### src/hdl/mlri_ram.sv
// Simple dual-port RAM, one write and one registered read per cycle.
// Depends on nothing.
`default_nettype none

module mlri_ram #(
  parameter int Depth = 64,
  parameter int Width = 16
) (
  input  logic                     clk_i,
  input  logic                     we_i,
  input  logic [$clog2(Depth)-1:0] waddr_i,
  input  logic [Width-1:0]         wdata_i,
  input  logic [$clog2(Depth)-1:0] raddr_i,
  output logic [Width-1:0]         rdata_o
);

  logic [Width-1:0] mem_q [Depth];
  logic [Width-1:0] rdata_q;

  always_ff @(posedge clk_i) begin
    if (we_i) begin
      mem_q[waddr_i] <= wdata_i;
    end
    rdata_q <= mem_q[raddr_i];
  end

  assign rdata_o = rdata_q;

endmodule

`default_nettype wire

### config.mk
export PLATFORM = sky130hd
export DESIGN_NAME = mlri_ram
export DESIGN_NICKNAME = d
export VERILOG_FILES = /design/src/hdl/mlri_ram.sv
export SDC_FILE = /design/constraint.sdc
export NUM_CORES = 1
export LEC_CHECK = 0
export CORE_ASPECT_RATIO = 0.75
export CORE_MARGIN = 2
export CORE_UTILIZATION = 35
export CTS_CLUSTER_DIAMETER = 60
export DETAILED_ROUTE_END_ITERATION = 12
export DONT_BUFFER_PORTS = 1
export REMOVE_ABC_BUFFERS = 1
export SYNTH_ARGS = -nofsm -noshare
export SYNTH_HDL_FRONTEND = slang
export SYNTH_SLANG_ARGS = --single-unit
### constraint.sdc
create_clock -name clk_i -period 2.9 [get_ports clk_i]
set_input_delay 0 -clock clk_i [delete_from_list [all_inputs] [get_ports clk_i]]
set_output_delay 0 -clock clk_i [all_outputs]
set_load 0.02 [all_outputs]
### Word-level counts from Yosys, hierarchy flattened

Memory sizes are Yosys's and may differ from the RTL's. A register that Yosys moved wholly into a read port is not among the register bits.
Cells that the tools add are included.

* memories kept: 1
* logic and storage cells: 3
* input bits: 30
* memory bits (writable): 1024
* flip-flop bits (word level): 0
* output and inout bits: 16

* multiplexer cells: 2

Memory list
* mem_q: depth 64, width 16, read ports 1, clocked after memory_dff 1, write ports 1, RTL line 17 `logic [Width-1:0] mem_q [Depth];`

Operator list (number)
* 1-bit two-way mux: 2

### Depth between registers and ports, before layout

* word-level depth: 2
* mapped depth: 10
* gate-level depth less buffers: 5

### Worst setup path after synthesis

Ideal clock, no wire load.

* path kind: input port to flip-flop
* start: in waddr_i[3]
* end: mem mem_q[48][0] (enable)
* cell stages on the path: 4
* arrival: 1.626 ns
* setup time: 0.409 ns
* setup slack: 0.865 ns
* required time: 2.491 ns
* buffers on the path: 1
* cell sequence: clkbuf_1 > nor2b_1 > nand4b_1 > nor3_1

RTL lines
* start: declaration: RTL line 11 `input logic [$clog2(Depth)-1:0] waddr_i,`
* end: declaration: RTL line 17

No word-level cell before the write port.

==> flow_summary.html <==
<table>
<tr><th>Metric</th><th>Value</th></tr>
<tr><th colspan="2">Power and ir drop</th></tr>
<tr><td>Power density over cell area</td><td>667.5 nW/um^2</td></tr>
<tr><td>Pwr Total</td><td>30.60 mW</td></tr>
<tr><td>Reported leakage power</td><td>14.29 nW</td></tr>
<tr><td>Worst vdd ir</td><td>0.4473 mV</td></tr>
<tr><th colspan="2">Yosys</th></tr>
<tr><td>Avg Cell Area, Syn</td><td>21.89 um^2</td></tr>
<tr><td>Library cells used by synthesis</td><td>43</td></tr>
<tr><td>Post-synthesis cell count</td><td>1,829</td></tr>
<tr><td>Proportion of synthesized flip-flops having asynchronous set or reset</td><td>0</td></tr>
<tr><td>Top cell type by total area after synthesis</td><td>edfxtp_1</td></tr>
<tr><td>Post-synthesis instance area</td><td>40,040 um^2</td></tr>
<tr><td>Post-synth EDFFs</td><td>1,024</td></tr>
<tr><td>Sequential area share after synthesis</td><td>0.7759</td></tr>
<tr><td>Warning count from the yosys run</td><td>0</td></tr>
<tr><td>Commonest cells in the netlist</td><td>edfxtp_1, mux4_2, mux2i_1</td></tr>
<tr><td>Cell with the most instances after synthesis</td><td>edfxtp_1</td></tr>
<tr><td>Most frequently used flop master after synthesis</td><td>edfxtp_1</td></tr>
<tr><td>Yosys top cell area share</td><td>0.7679</td></tr>
<tr><td>Biggest area contributors in the synthesized netlist</td><td>edfxtp_1, mux4_2, mux2i_1</td></tr>
<tr><td>Total of flip-flops plus latches after synthesis</td><td>1,040</td></tr>
<tr><th colspan="2">Run</th></tr>
<tr><td>Max-cap violations</td><td>0</td></tr>
<tr><th colspan="2">Timing</th></tr>
<tr><td>Largest clock skew in the final design</td><td>0.03075 ns</td></tr>
<tr><td>Max-slew violations</td><td>0</td></tr>
<tr><td>Max-slew headroom</td><td>0.07583</td></tr>
<tr><td>Max frequency</td><td>351.6 MHz</td></tr>
<tr><td>Hold violation total from the final report</td><td>0</td></tr>
<tr><td>Worst setup margin</td><td>0.05600 ns</td></tr>
<tr><td>Final worst-path cycle share</td><td>0.9807</td></tr>
<tr><td>Final setup violation count</td><td>0</td></tr>
<tr><td>Worst hold margin</td><td>0.04145 ns</td></tr>
<tr><td>Slew @ Worst Pin</td><td>1.372 ns</td></tr>
<tr><td>Fin crit period</td><td>2.844 ns</td></tr>
<tr><th colspan="2">Global route</th></tr>
<tr><td>Largest net degree at the start of global routing</td><td>261</td></tr>
<tr><td>Congestion Overflow GR</td><td>0</td></tr>
<tr><td>Via count of the first global-routing pass</td><td>19,220</td></tr>
<tr><td>Number of antenna violations at the first check in global routing</td><td>13</td></tr>
<tr><td>Global routing usage summed across all routing layers</td><td>0.1708</td></tr>
<tr><td>Global-route wire length before repair</td><td>143.2 mm</td></tr>
<tr><th colspan="2">CTS</th></tr>
<tr><td>Clock insertion delay at the later pin of the skew report</td><td>0.68 ns</td></tr>
<tr><td>Clock transition at the registers of the reported paths</td><td>0.07 ns</td></tr>
<tr><td>Number of setup buffers added after CTS</td><td>0</td></tr>
<tr><td>CTS tree</td><td>done</td></tr>
<tr><td>Clock buffer count from CTS</td><td>95</td></tr>
<tr><td>Cell chosen for the clock root</td><td>clkbuf_16</td></tr>
<tr><td>Number of buffers on the longest clock path</td><td>3</td></tr>
<tr><td>Maximum level of the CTS H-tree</td><td>3</td></tr>
<tr><td>CTS sink cnt</td><td>1,040</td></tr>
<tr><th colspan="2">Final layout</th></tr>
<tr><td>Non-Filler Cell Area, Final</td><td>45,840 um^2</td></tr>
<tr><td>Layout cell share with drive strength beyond 1</td><td>0.2440</td></tr>
<tr><td>Final #Nets</td><td>1,998</td></tr>
<tr><td>Area added between synthesis and finish</td><td>14.47%</td></tr>
<tr><td>Post-layout instance count excluding filler cells</td><td>3,569</td></tr>
<tr><th colspan="2">Detailed routing</th></tr>
<tr><td>DRC</td><td>0</td></tr>
<tr><td>Routed vias</td><td>19,500</td></tr>
<tr><td>Vias per inst</td><td>5.464</td></tr>
<tr><td>Router iterations before antenna repair</td><td>6</td></tr>
<tr><td>Post-route antenna net violation count</td><td>0</td></tr>
<tr><td>Total length of routed wires</td><td>101.2 mm</td></tr>
<tr><td>Wire length per cell after detailed routing</td><td>28.35 um</td></tr>
<tr><td>DRC marker count from the first detailed-route iteration</td><td>2,526</td></tr>
<tr><th colspan="2">Setup path</th></tr>
<tr><td>Cell with the biggest individual delay on the critical path</td><td>dlygate4sd3_1</td></tr>
<tr><td>Critical path's most frequent cell</td><td>dlygate4sd3_1</td></tr>
<tr><td>Data required time of the worst path</td><td>3.46 ns</td></tr>
<tr><td>Series of cell instances along the critical path</td><td>mux4_2 &gt; mux2i_2 &gt; buf_4 &gt; nand3_1 &gt; dlygate4sd3_1 &gt; a31oi_2 &gt; a311oi_1 &gt; dlygate4sd3_1</td></tr>
<tr><td>Highest fanout seen on the critical path</td><td>1</td></tr>
<tr><td>Path type of the worst setup path</td><td>reg -&gt; reg</td></tr>
<tr><td>Peak per-stage delay on the critical path</td><td>0.59 ns</td></tr>
<tr><td>Launching element type of the critical path</td><td>register</td></tr>
<tr><td>Worst Path Arrival</td><td>3.41 ns</td></tr>
<tr><td>Endpoint type of the worst setup path</td><td>register</td></tr>
<tr><th colspan="2">Die</th></tr>
<tr><td>Effective utilization at floorplan</td><td>0.3527</td></tr>
<tr><td>Number of rows in the core area</td><td>107</td></tr>
<tr><td>Die span in y</td><td>296.9 um</td></tr>
<tr><td>Die footprint</td><td>117,200 um^2</td></tr>
<tr><td>Boundary pin count</td><td>46</td></tr>
<tr><td>CORE AREA</td><td>113,500 um^2</td></tr>
<tr><td>Width of the die</td><td>394.6 um</td></tr>
<tr><th colspan="2">Place</th></tr>
<tr><td>Post-Place Worst Slack</td><td>0.4757 ns</td></tr>
<tr><td>DP Area</td><td>41,900 um^2</td></tr>
<tr><td>Half-perimeter wire length of the detailed placement result</td><td>55.61 mm</td></tr>
<tr><td>Routability Congestion</td><td>0.8313</td></tr>
<tr><td>Count of port buffers added during placement</td><td>0</td></tr>
<tr><td>Placed instance count</td><td>3,341</td></tr>
<tr><th colspan="2">Min path</th></tr>
<tr><td>Type of the worst min-delay path</td><td>in -&gt; reg</td></tr>
<tr><th colspan="2">Status</th></tr>
<tr><td>Status</td><td>finished clean</td></tr>
</table>
[area by class of cell]
type                    count  area [um^2]
clock buffers             117         2522
multi-input cells         685         8272
flip-flops and latches   1040        31070
clock inverters            53        523.0
well taps                1526         1909
fillers                  9939        67690
repair buffers            146         1536
diodes                      2        5.005
[power by group]
part	switching [mW]	leakage (nW)	internal [mW]
clock	5.40	1.49	7.05
sequential	0.148	9.35	16.6
combinational	0.783	3.45	0.589
[final timing paths]
path	start	endpoint	slack [ns]	depth (start not counted)
hold / removal	waddr_i[3]	mem_q[3][1]	0.04	3
setup / recovery	mem_q[30][3]	rdata_o[3]	0.06	8
setup reg to reg	mem_q[30][3]	rdata_o[3]	0.06	8
hold reg to reg	mem_q[8][5]	rdata_o[5]	0.85	4
[flip-flops by register name, indices dropped and copies added (netlist names)]
signal and flops:
mem_q 1024, rdata_o 16
[logic make-up after synthesis]
kind of cell	count (synthesis)	share of synthesized area
AOI/OAI and AO/OA	129	0.02409
muxes	336	0.1552
buffers and inverters	104	0.01831
DFF	1040	0.7759
and+or+nand+nor	220	0.02647
[per-stage QoR]
stage,util,setup TNS [ns]
2_1_floorplan,-,0
3_3_place_gp,0.3691,0
3_5_place_dp,0.3691,0
4_1_cts,0.4035,0
5_1_grt,0.4037,-0.008783
6_report,0.4038,0
[timing repair]
| item | CTS | global route |
|---|---|---|
| endpoints found under the hold margin | 1478 | 0 |
| gates resized for setup | 0 | 4 |
| hold buffers | 56 | 0 |
| setup endpoints to repair | 0 | 2 |
[placed cells by master, fill, tap and decap left out, drive strengths merged, types with 3 or more instances in the layout]
cell type and n:
dfxtp 16, a22o 6, nand2b 3, and4 5, a21oi 17, clkbuf 117, bufinv 10, edfxtp 1024
a211o 8, nor2 74, nor2b 30, o21ai 8, nor4 3, dlygate4sd3 38, nand3 24, mux4 224
a31oi 8, a22oi 39, mux2 27, nand2 60, a211oi 8, a41oi 5, a221oi 16, clkinv 40
a311oi 8, buf 108, nand4 12, mux2i 85, a221o 6
[layer usage]
metal	track usage	wire length, um	vias to the layer above
li1	-	-	7972
met1	0.2498	43470	10460
met2	0.2401	43560	914
met3	0.06501	12100	140
met4	0.03581	1730	12
met5	0.01664	337	-
[critical path: cells and delay by family, from the launching register on]
kind            cells  cell delay, ns
buf+inv             3            1.36
mux                 2            0.67
flops               1            0.37
compound gates      2            0.26
simple gates        1            0.08
(Power assumes the default switching activity.)
