`config.mk`:
```
export PLATFORM = sky130hd
export DESIGN_NAME = mlri_mac
export DESIGN_NICKNAME = d
export VERILOG_FILES = /design/src/hdl/mlri_pkg.sv /design/src/hdl/mlri_mac.sv
export SDC_FILE = /design/constraint.sdc
export NUM_CORES = 1
export LEC_CHECK = 0
export ABC_AREA = 1
export BUFFER_PORTS_ARGS = -buffer_cell sky130_fd_sc_hd__buf_2
export CORE_AREA = 2 2 279 391
export DETAILED_ROUTE_END_ITERATION = 8
export DIE_AREA = 0 0 281 393
export REMOVE_ABC_BUFFERS = 1
export SYNTH_ARGS = -nofsm -noshare
export SYNTH_HDL_FRONTEND = slang
export SYNTH_SLANG_ARGS = --single-unit
```
`constraint.sdc`:
```
create_clock -name clk_i -period 9.3 [get_ports clk_i]
set_clock_uncertainty 0.1 [all_clocks]
set_input_delay 1.395 -clock clk_i [delete_from_list [all_inputs] [get_ports clk_i]]
set_output_delay 1.395 -clock clk_i [all_outputs]
set_load 0.1 [all_outputs]
```
`src/hdl/mlri_pkg.sv`:
```
// Package for the leaky-ReLU MLP inference block: sizes, codes, state types,
// the MAC control word and the count clamp.
// No dependencies.
`default_nettype none

package mlri_pkg;

  localparam int DATA_W      = 16;
  localparam int FRAC_W      = 12;
  localparam int COUNT_W     = 7;
  localparam int OUTCNT_W    = 5;
  localparam int OIDX_W      = 4;
  localparam int MAX_INPUTS  = 64;
  localparam int MAX_HIDDEN  = 64;
  localparam int MAX_OUTPUTS = 16;
  localparam int PARAM_DEPTH = 16384;
  localparam int ADDR_W      = $clog2(PARAM_DEPTH);
  localparam int MAX_N       = (MAX_INPUTS > MAX_HIDDEN) ? MAX_INPUTS : MAX_HIDDEN;
  localparam int BUF_AW      = $clog2(MAX_N);
  localparam int ACC_W       = 2 * DATA_W + $clog2(MAX_N) + 1;
  localparam int SLOPE_Q     = 410;
  localparam int ONE_Q       = 2 ** FRAC_W;
  localparam int RND_HALF    = 2 ** (FRAC_W - 1);
  localparam int CFG_IDX_W   = 3;
  localparam int CFG_DATA_W  = 7;

  typedef enum logic [CFG_IDX_W-1:0] {
    CFG_THREE_LAYER   = 3'd0,
    CFG_INPUT_COUNT   = 3'd1,
    CFG_FIRST_HIDDEN  = 3'd2,
    CFG_SECOND_HIDDEN = 3'd3,
    CFG_OUTPUT_COUNT  = 3'd4
  } cfg_idx_e;

  typedef enum logic {
    CMD_PARAM   = 1'b0,
    CMD_FEATURE = 1'b1
  } cmd_e;

  typedef enum logic [2:0] {
    ST_IDLE,
    ST_SETUP,
    ST_BIAS,
    ST_MAC,
    ST_WAIT
  } st_e;

  typedef enum logic [1:0] {
    LAY_FIRST,
    LAY_SECOND,
    LAY_LAST
  } lay_e;

  typedef struct packed {
    logic valid;
    logic bias;
    logic last;
    logic leaky;
  } mac_ctl_t;

  function automatic logic [COUNT_W-1:0] clamp_count(input logic [COUNT_W-1:0] v,
                                                    input logic [COUNT_W-1:0] lim);
    logic [COUNT_W-1:0] r;
    if (v == '0) begin
      r = COUNT_W'(1);
    end else if (v > lim) begin
      r = lim;
    end else begin
      r = v;
    end
    return r;
  endfunction

endpackage

`default_nettype wire

```
`src/hdl/mlri_mac.sv`:
```
// Shared multiply-accumulate unit with Q4.12 rounding, leaky ReLU and
// saturation in a short post pipeline. Depends on mlri_pkg.
`default_nettype none

module mlri_mac import mlri_pkg::*; (
  input  logic                     clk_i,
  input  logic                     rst_ni,
  input  mac_ctl_t                 ctl_i,
  input  logic signed [DATA_W-1:0] weight_i,
  input  logic signed [DATA_W-1:0] operand_i,
  output logic                     done_o,
  output logic signed [DATA_W-1:0] result_o
);

  localparam int PROD_W = 2 * DATA_W;
  localparam int Y_W    = ACC_W - FRAC_W;
  localparam int COEF_W = FRAC_W + 2;
  localparam int M_W    = Y_W + COEF_W;
  localparam int Z_W    = M_W - FRAC_W;

  localparam logic signed [COEF_W-1:0] COEF_SLOPE = COEF_W'(SLOPE_Q);
  localparam logic signed [COEF_W-1:0] COEF_UNIT  = COEF_W'(ONE_Q);
  localparam logic signed [Z_W-1:0]    ZMAX       = Z_W'(2 ** (DATA_W - 1) - 1);
  localparam logic signed [Z_W-1:0]    ZMIN       = ~ZMAX;

  mac_ctl_t                   ctl_a_q, ctl_b_q;
  logic signed [PROD_W-1:0]   prod_d, prod_q;
  logic signed [ACC_W-1:0]    prod_ext, acc_d, acc_q, rnd_sum;
  logic                       fin_q, leaky_c_q;
  logic signed [Y_W-1:0]      y_q;
  logic                       p1_q, leaky_p1_q;
  logic signed [COEF_W-1:0]   coef;
  logic signed [M_W-1:0]      m_d, m_q, z_sum;
  logic                       p2_q;
  logic signed [Z_W-1:0]      z;
  logic signed [DATA_W-1:0]   res_d, res_q;
  logic                       done_q;

  always_comb begin
    if (ctl_a_q.bias) begin
      prod_d = {{(PROD_W-DATA_W-FRAC_W){weight_i[DATA_W-1]}}, weight_i, {FRAC_W{1'b0}}};
    end else begin
      prod_d = weight_i * operand_i;
    end
  end

  assign prod_ext = {{(ACC_W-PROD_W){prod_q[PROD_W-1]}}, prod_q};
  assign acc_d    = ctl_b_q.bias ? prod_ext : acc_q + prod_ext;
  assign rnd_sum  = acc_q + ACC_W'(RND_HALF);
  assign coef     = (leaky_p1_q && y_q[Y_W-1]) ? COEF_SLOPE : COEF_UNIT;
  assign m_d      = y_q * coef;
  assign z_sum    = m_q + M_W'(RND_HALF);
  assign z        = z_sum[M_W-1:FRAC_W];

  always_comb begin
    if (z > ZMAX) begin
      res_d = ZMAX[DATA_W-1:0];
    end else if (z < ZMIN) begin
      res_d = ZMIN[DATA_W-1:0];
    end else begin
      res_d = z[DATA_W-1:0];
    end
  end

  always_ff @(posedge clk_i or negedge rst_ni) begin
    if (!rst_ni) begin
      ctl_a_q <= '0;
      ctl_b_q <= '0;
      fin_q   <= 1'b0;
      p1_q    <= 1'b0;
      p2_q    <= 1'b0;
      done_q  <= 1'b0;
    end else begin
      ctl_a_q <= ctl_i;
      ctl_b_q <= ctl_a_q;
      fin_q   <= ctl_b_q.valid && ctl_b_q.last;
      p1_q    <= fin_q;
      p2_q    <= p1_q;
      done_q  <= p2_q;
    end
  end

  always_ff @(posedge clk_i) begin
    if (ctl_a_q.valid) begin
      prod_q <= prod_d;
    end
    if (ctl_b_q.valid) begin
      acc_q     <= acc_d;
      leaky_c_q <= ctl_b_q.leaky;
    end
    if (fin_q) begin
      y_q        <= rnd_sum[ACC_W-1:FRAC_W];
      leaky_p1_q <= leaky_c_q;
    end
    if (p1_q) begin
      m_q <= m_d;
    end
    if (p2_q) begin
      res_q <= res_d;
    end
  end

  assign done_o   = done_q;
  assign result_o = res_q;

endmodule

`default_nettype wire

```
After elaboration in Yosys (flattened, before gate mapping)
Index checks and enable logic that the tools add are counted.
Cells by class
  add/sub/neg operators: 3
  multipliers: 2
  divide/modulo/power cells: 0
  magnitude comparators: 2
  equality and inequality tests: 0
  shifts and indexed selects: 0
  mux-type cells: 4
  bitwise logic cells: 0
  reduce and logical (&&, ||, !) cells: 2
Operators with widths (number)
  adder 41 x 13 -> 41 bit (second input constant): 1
  multiplier 27 x 14 -> 41 bit: 1
  adder 39 x 13 -> 39 bit (second input constant): 1
  adder 39 x 32 -> 39 bit: 1
  two-way mux 39 bit: 1
  multiplier 16 x 16 -> 32 bit: 1
  two-way mux 32 bit: 1
  > comparator 29 x 16 -> 1 bit (second input constant): 1
  less-than comparator 29 x 16 -> 1 bit (second input constant): 1
  two-way mux 16 bit: 1
  two-way mux 13 bit: 1
  logical AND 1 bit: 2
Word-level totals
  flip-flop bits (word level): 169
  latch bits: 0
  RAM bits: 0
  ROM bits: 0
  output and inout port bits: 17
  memories kept: 0

Depth between registers and ports, before layout
  word-level depth: 3
  depth in mapped cells: 29

Worst setup path after synthesis
OpenSTA, ideal clock, no wires.
  path kind: input to register
  from: input port weight_i[15]
  to: register prod_q[31] (data pin)
  setup time: 0.255 ns
  arrival time: 6.972 ns
  data required time: 8.945 ns
  slack: 1.973 ns
  stages on the path: 24
  buffers on the path: 2
  cell sequence: clkbuf_1 clkbuf_1 nand2_1 fa_1 inv_1 fa_1 fa_1 fa_1 fa_1 inv_1 fa_1 inv_1 ha_1 nand2_1 nor2_1 inv_1 nor2_1 nand4_1 nand3_1 nand2_1 o21bai_1 nand2b_1 nand3_1 nand2_1
Between the ends
  longest elaborated chain between the ends: 2
Ends and longest elaborated chain
  start, declared: line mlri_mac.sv:9  | input logic signed [DATA_W-1:0] weight_i,
  multiplier 16 x 16 -> 32 bit: line mlri_mac.sv:43  | prod_d = weight_i * operand_i;
  two-way mux 32 bit *: line mlri_mac.sv:40  | if (ctl_a_q.bias) begin
  via prod_d[31]: line mlri_mac.sv:27  | logic signed [PROD_W-1:0] prod_d, prod_q;
  end signal, assigned: line mlri_mac.sv:85  | prod_q <= prod_d;
  end, declared: line mlri_mac.sv:27
Mark *: on every way through the listed nets, which the timed path passes. The rest lies on a longest branch.
A chain may end at the register's enable or synchronous reset.

Worst setup path in the final report
  from: input port weight_i[0]
  to: register prod_q[24] (data pin)
Between the ends
  longest elaborated chain between the ends: 2
Ends and longest elaborated chain (line)
  multiplier 16 x 16 -> 32 bit: mlri_mac.sv:43
  two-way mux 32 bit: mlri_mac.sv:40
  via prod_d[24]: mlri_mac.sv:27
The timed path passes the listed nets, and every way through them passes these cells.

==> impl_metrics.yaml <==
status:
  outcome: "finished, final reports clean"
yosys:
  synth_seq_cells: 158
  synth.area.top_cells: "fa_1, edfxtp_1, ha_1"
  yosys_warnings: 0
  synthXorXnorAreaFrac: 0.0264
  synth_edf_count: 146
  yosys.area_share.adder: 0.388
  async_reset_ff_frac: 0.0759
  synth-simple-area-share: 0.208
  synth.avg_cell_area_um2: 7.71
  synth_mux_area_frac: 0
  synth_compound_area_frac: 0.0688
  synth_largest_area_cell: "fa_1"
  yosys.area.top_type_share: 0.268
  syn_area_mm2: 0.0266
  ys.flop_type: "edfxtp_1"
  synth_cells: 3445
  ys_seq_area_frac: 0.176
  netlist-cell-type-count: 44
  synth_top_family_by_area: "adder cells"
detailed_routing:
  ant_nets: 0
  first_pass_iters: 5
  vias: 21200
  routed_via_density: 4.31
  drt-initial-drc-count: 966
  wl_mm: 71.6
  drc_errors: 0
  routedWlPerCell_um: 14.6
sta:
  timing.final.crit_share: 0.780
  holdWs_ns: 0.252
  fin_setup_tns_ns: 0
  tightest_slew_ns: 1.07
  setup_viol: 0
  slew_viol_final: 0
  rsz0062_at_grt: "no"
  max_slew_margin: 0.287
  fmax_mhz: 138
  timing_hold_violations_final: 0
  timing.final.crit_period_ns: 7.25
layout:
  regArea_mm2: 0.00469
  antenna_cells: 0
  final_core_util: 0.272
  fillCellCount: 11700
  final_nets: 4113
  drive_gt1_frac: 0.0446
  final_cell_mix: "inv_1, nand2_1, fa_1"
  mostFrequentLayoutCell: "inv_1"
  multiInputGateArea_mm2: 0.0184
  layout.cells.non_filler: 4917
  syn_to_final_growth_pct: 9.30
place:
  io_buffers: 54
  place_congestion: 0.944
  hpwl_mm: 61.4
  dp.cells: 4885
cts:
  cts_tree: "done"
  worstSkewPairLatency_ns: 0.48
  cts_resized: 0
  cts_root_buf: "clkbuf_16"
  clock_sinks: 158
  cts.clk_slew.worst_paths_ns: 0.07
  cts_hold_buffers: 0
  cts_max_level: 4
  postCtsSetupBuffers: 0
  clockBufferDepth: 2
  cts_made_buffers: 17
setup_path:
  cp.required_ns: 9.42
  path_class: "input port to flop"
  crit_fanout: 16
  worstSetupEndpointType: "flop"
  startpoint_type: "input port"
  cp_data_arrival_time_ns: 7.37
global_route:
  grt_usage: 0.132
  grt_pass1_vias: 22400
  antenna_found_initial: 0
  grt_max_degree: 47
  grt_overflow: 0
  grt_pass1_wl_mm: 115
run:
  drv_cap: 0
die:
  io_pins: 55
  core_mm2: 0.107
  dieArea_mm2: 0.110
  die_y_um: 393
  die_x_um: 281
  initial_core_util: 0.249
  num_rows: 142
min_path:
  min_path_type: "flop to flop"
-- per-stage QoR --
stage          setup WS (ns)  area, um2
5_1_grt                 1.78      29000
6_report                2.05      29000
3_5_place_dp            1.63      28500
3_3_place_gp            1.63      28500
2_1_floorplan           2.54      26300
4_1_cts                 2.14      29000
-- kinds of logic after synthesis --
| family | Yosys count |
|---|---|
| AOI/OAI and AO/OA | 325 |
| DFF | 158 |
| buffers and inverters | 933 |
| adders and majority gates | 611 |
| xor gates and xnor gates | 80 |
| other | 2 |
| and+or+nand+nor | 1336 |
-- worst paths after layout --
| kind | slack (ns) | depth (start not counted) | end | start |
|---|---|---|---|---|
| max | 2.05 | 21 | prod_q[24] | weight_i[0] |
| min | 0.25 | 0 | ctl_b_q[0] | ctl_a_q[0] |
| max reg2reg | 2.46 | 25 | m_q[35] | leaky_p1_q |
| min reg2reg | 0.25 | 0 | ctl_b_q[0] | ctl_a_q[0] |
| max in group asynchronous | 8.05 | 1 | ctl_b_q[3] | rst_ni |
| min in group asynchronous | 0.74 | 1 | ctl_b_q[2] | rst_ni |
-- worst max-delay path, cell delays in order --
cell	delay (ns)
buf_2	0.30
inv_1	0.19
nand2_1	0.17
fa_1	0.44
fa_1	0.57
inv_1	0.06
fa_1	0.51
fa_1	0.54
fa_1	0.55
inv_1	0.05
fa_1	0.52
inv_1	0.04
ha_1	0.37
a21oi_1	0.26
o21ai_0	0.21
a21oi_1	0.30
nand3_1	0.23
a21o_1	0.22
or2_2	0.27
nand3_1	0.07
nand2_1	0.08
-- registers in the layout (all words and copies together), names as in the netlist --
signal / cells
acc_q: 39
ctl_a_q: 4
ctl_b_q: 4
done_o: 1
fin_q: 1
leaky_c_q: 1
leaky_p1_q: 1
m_q: 30
p1_q: 1
p2_q: 1
prod_q: 32
result_o: 16
y_q: 27
-- cells in the mapped netlist (all sizes together) (2+ instances only) --
library cell and instances:
a21boi 13, a21o 12, a21oi 147, a221oi 2
a31oi 18, buf 8, clkbuf 74, conb 2
dfrtp 12, edfxtp 146, fa 356, ha 255
inv 850, nand2 823, nand3 142, nand3b 6
nand4 30, nor2 273, nor3 27, nor4 3
o211ai 2, o21a 10, o21ai 93, o21bai 22
o221a 2, o31ai 2, or2 29, xnor2 33
xor2 47
-- final cells by class --
type,count,share of cell area
Clock buffer,19,0.0156
Clock inverter,13,0.00439
Inverter,851,0.110
Multi-Input combinational cell,2374,0.635
Sequential cell,158,0.161
Tap cell,1440,0.0620
Timing Repair Buffer,62,0.0114
-- per-layer routing --
| metal | vias up | routed length (um) | track usage |
|---|---|---|---|
| met1 | 10100 | 27400 | 0.136 |
| met5 | - | 0 | 0 |
| li1 | 10500 | - | - |
| met3 | 169 | 1730 | 0.0128 |
| met2 | 432 | 38800 | 0.262 |
| met4 | 0 | 3710 | 0.0681 |
Power is not shown: default switching activity piles up to over one toggle a cycle in this logic, so the estimate is an artifact.
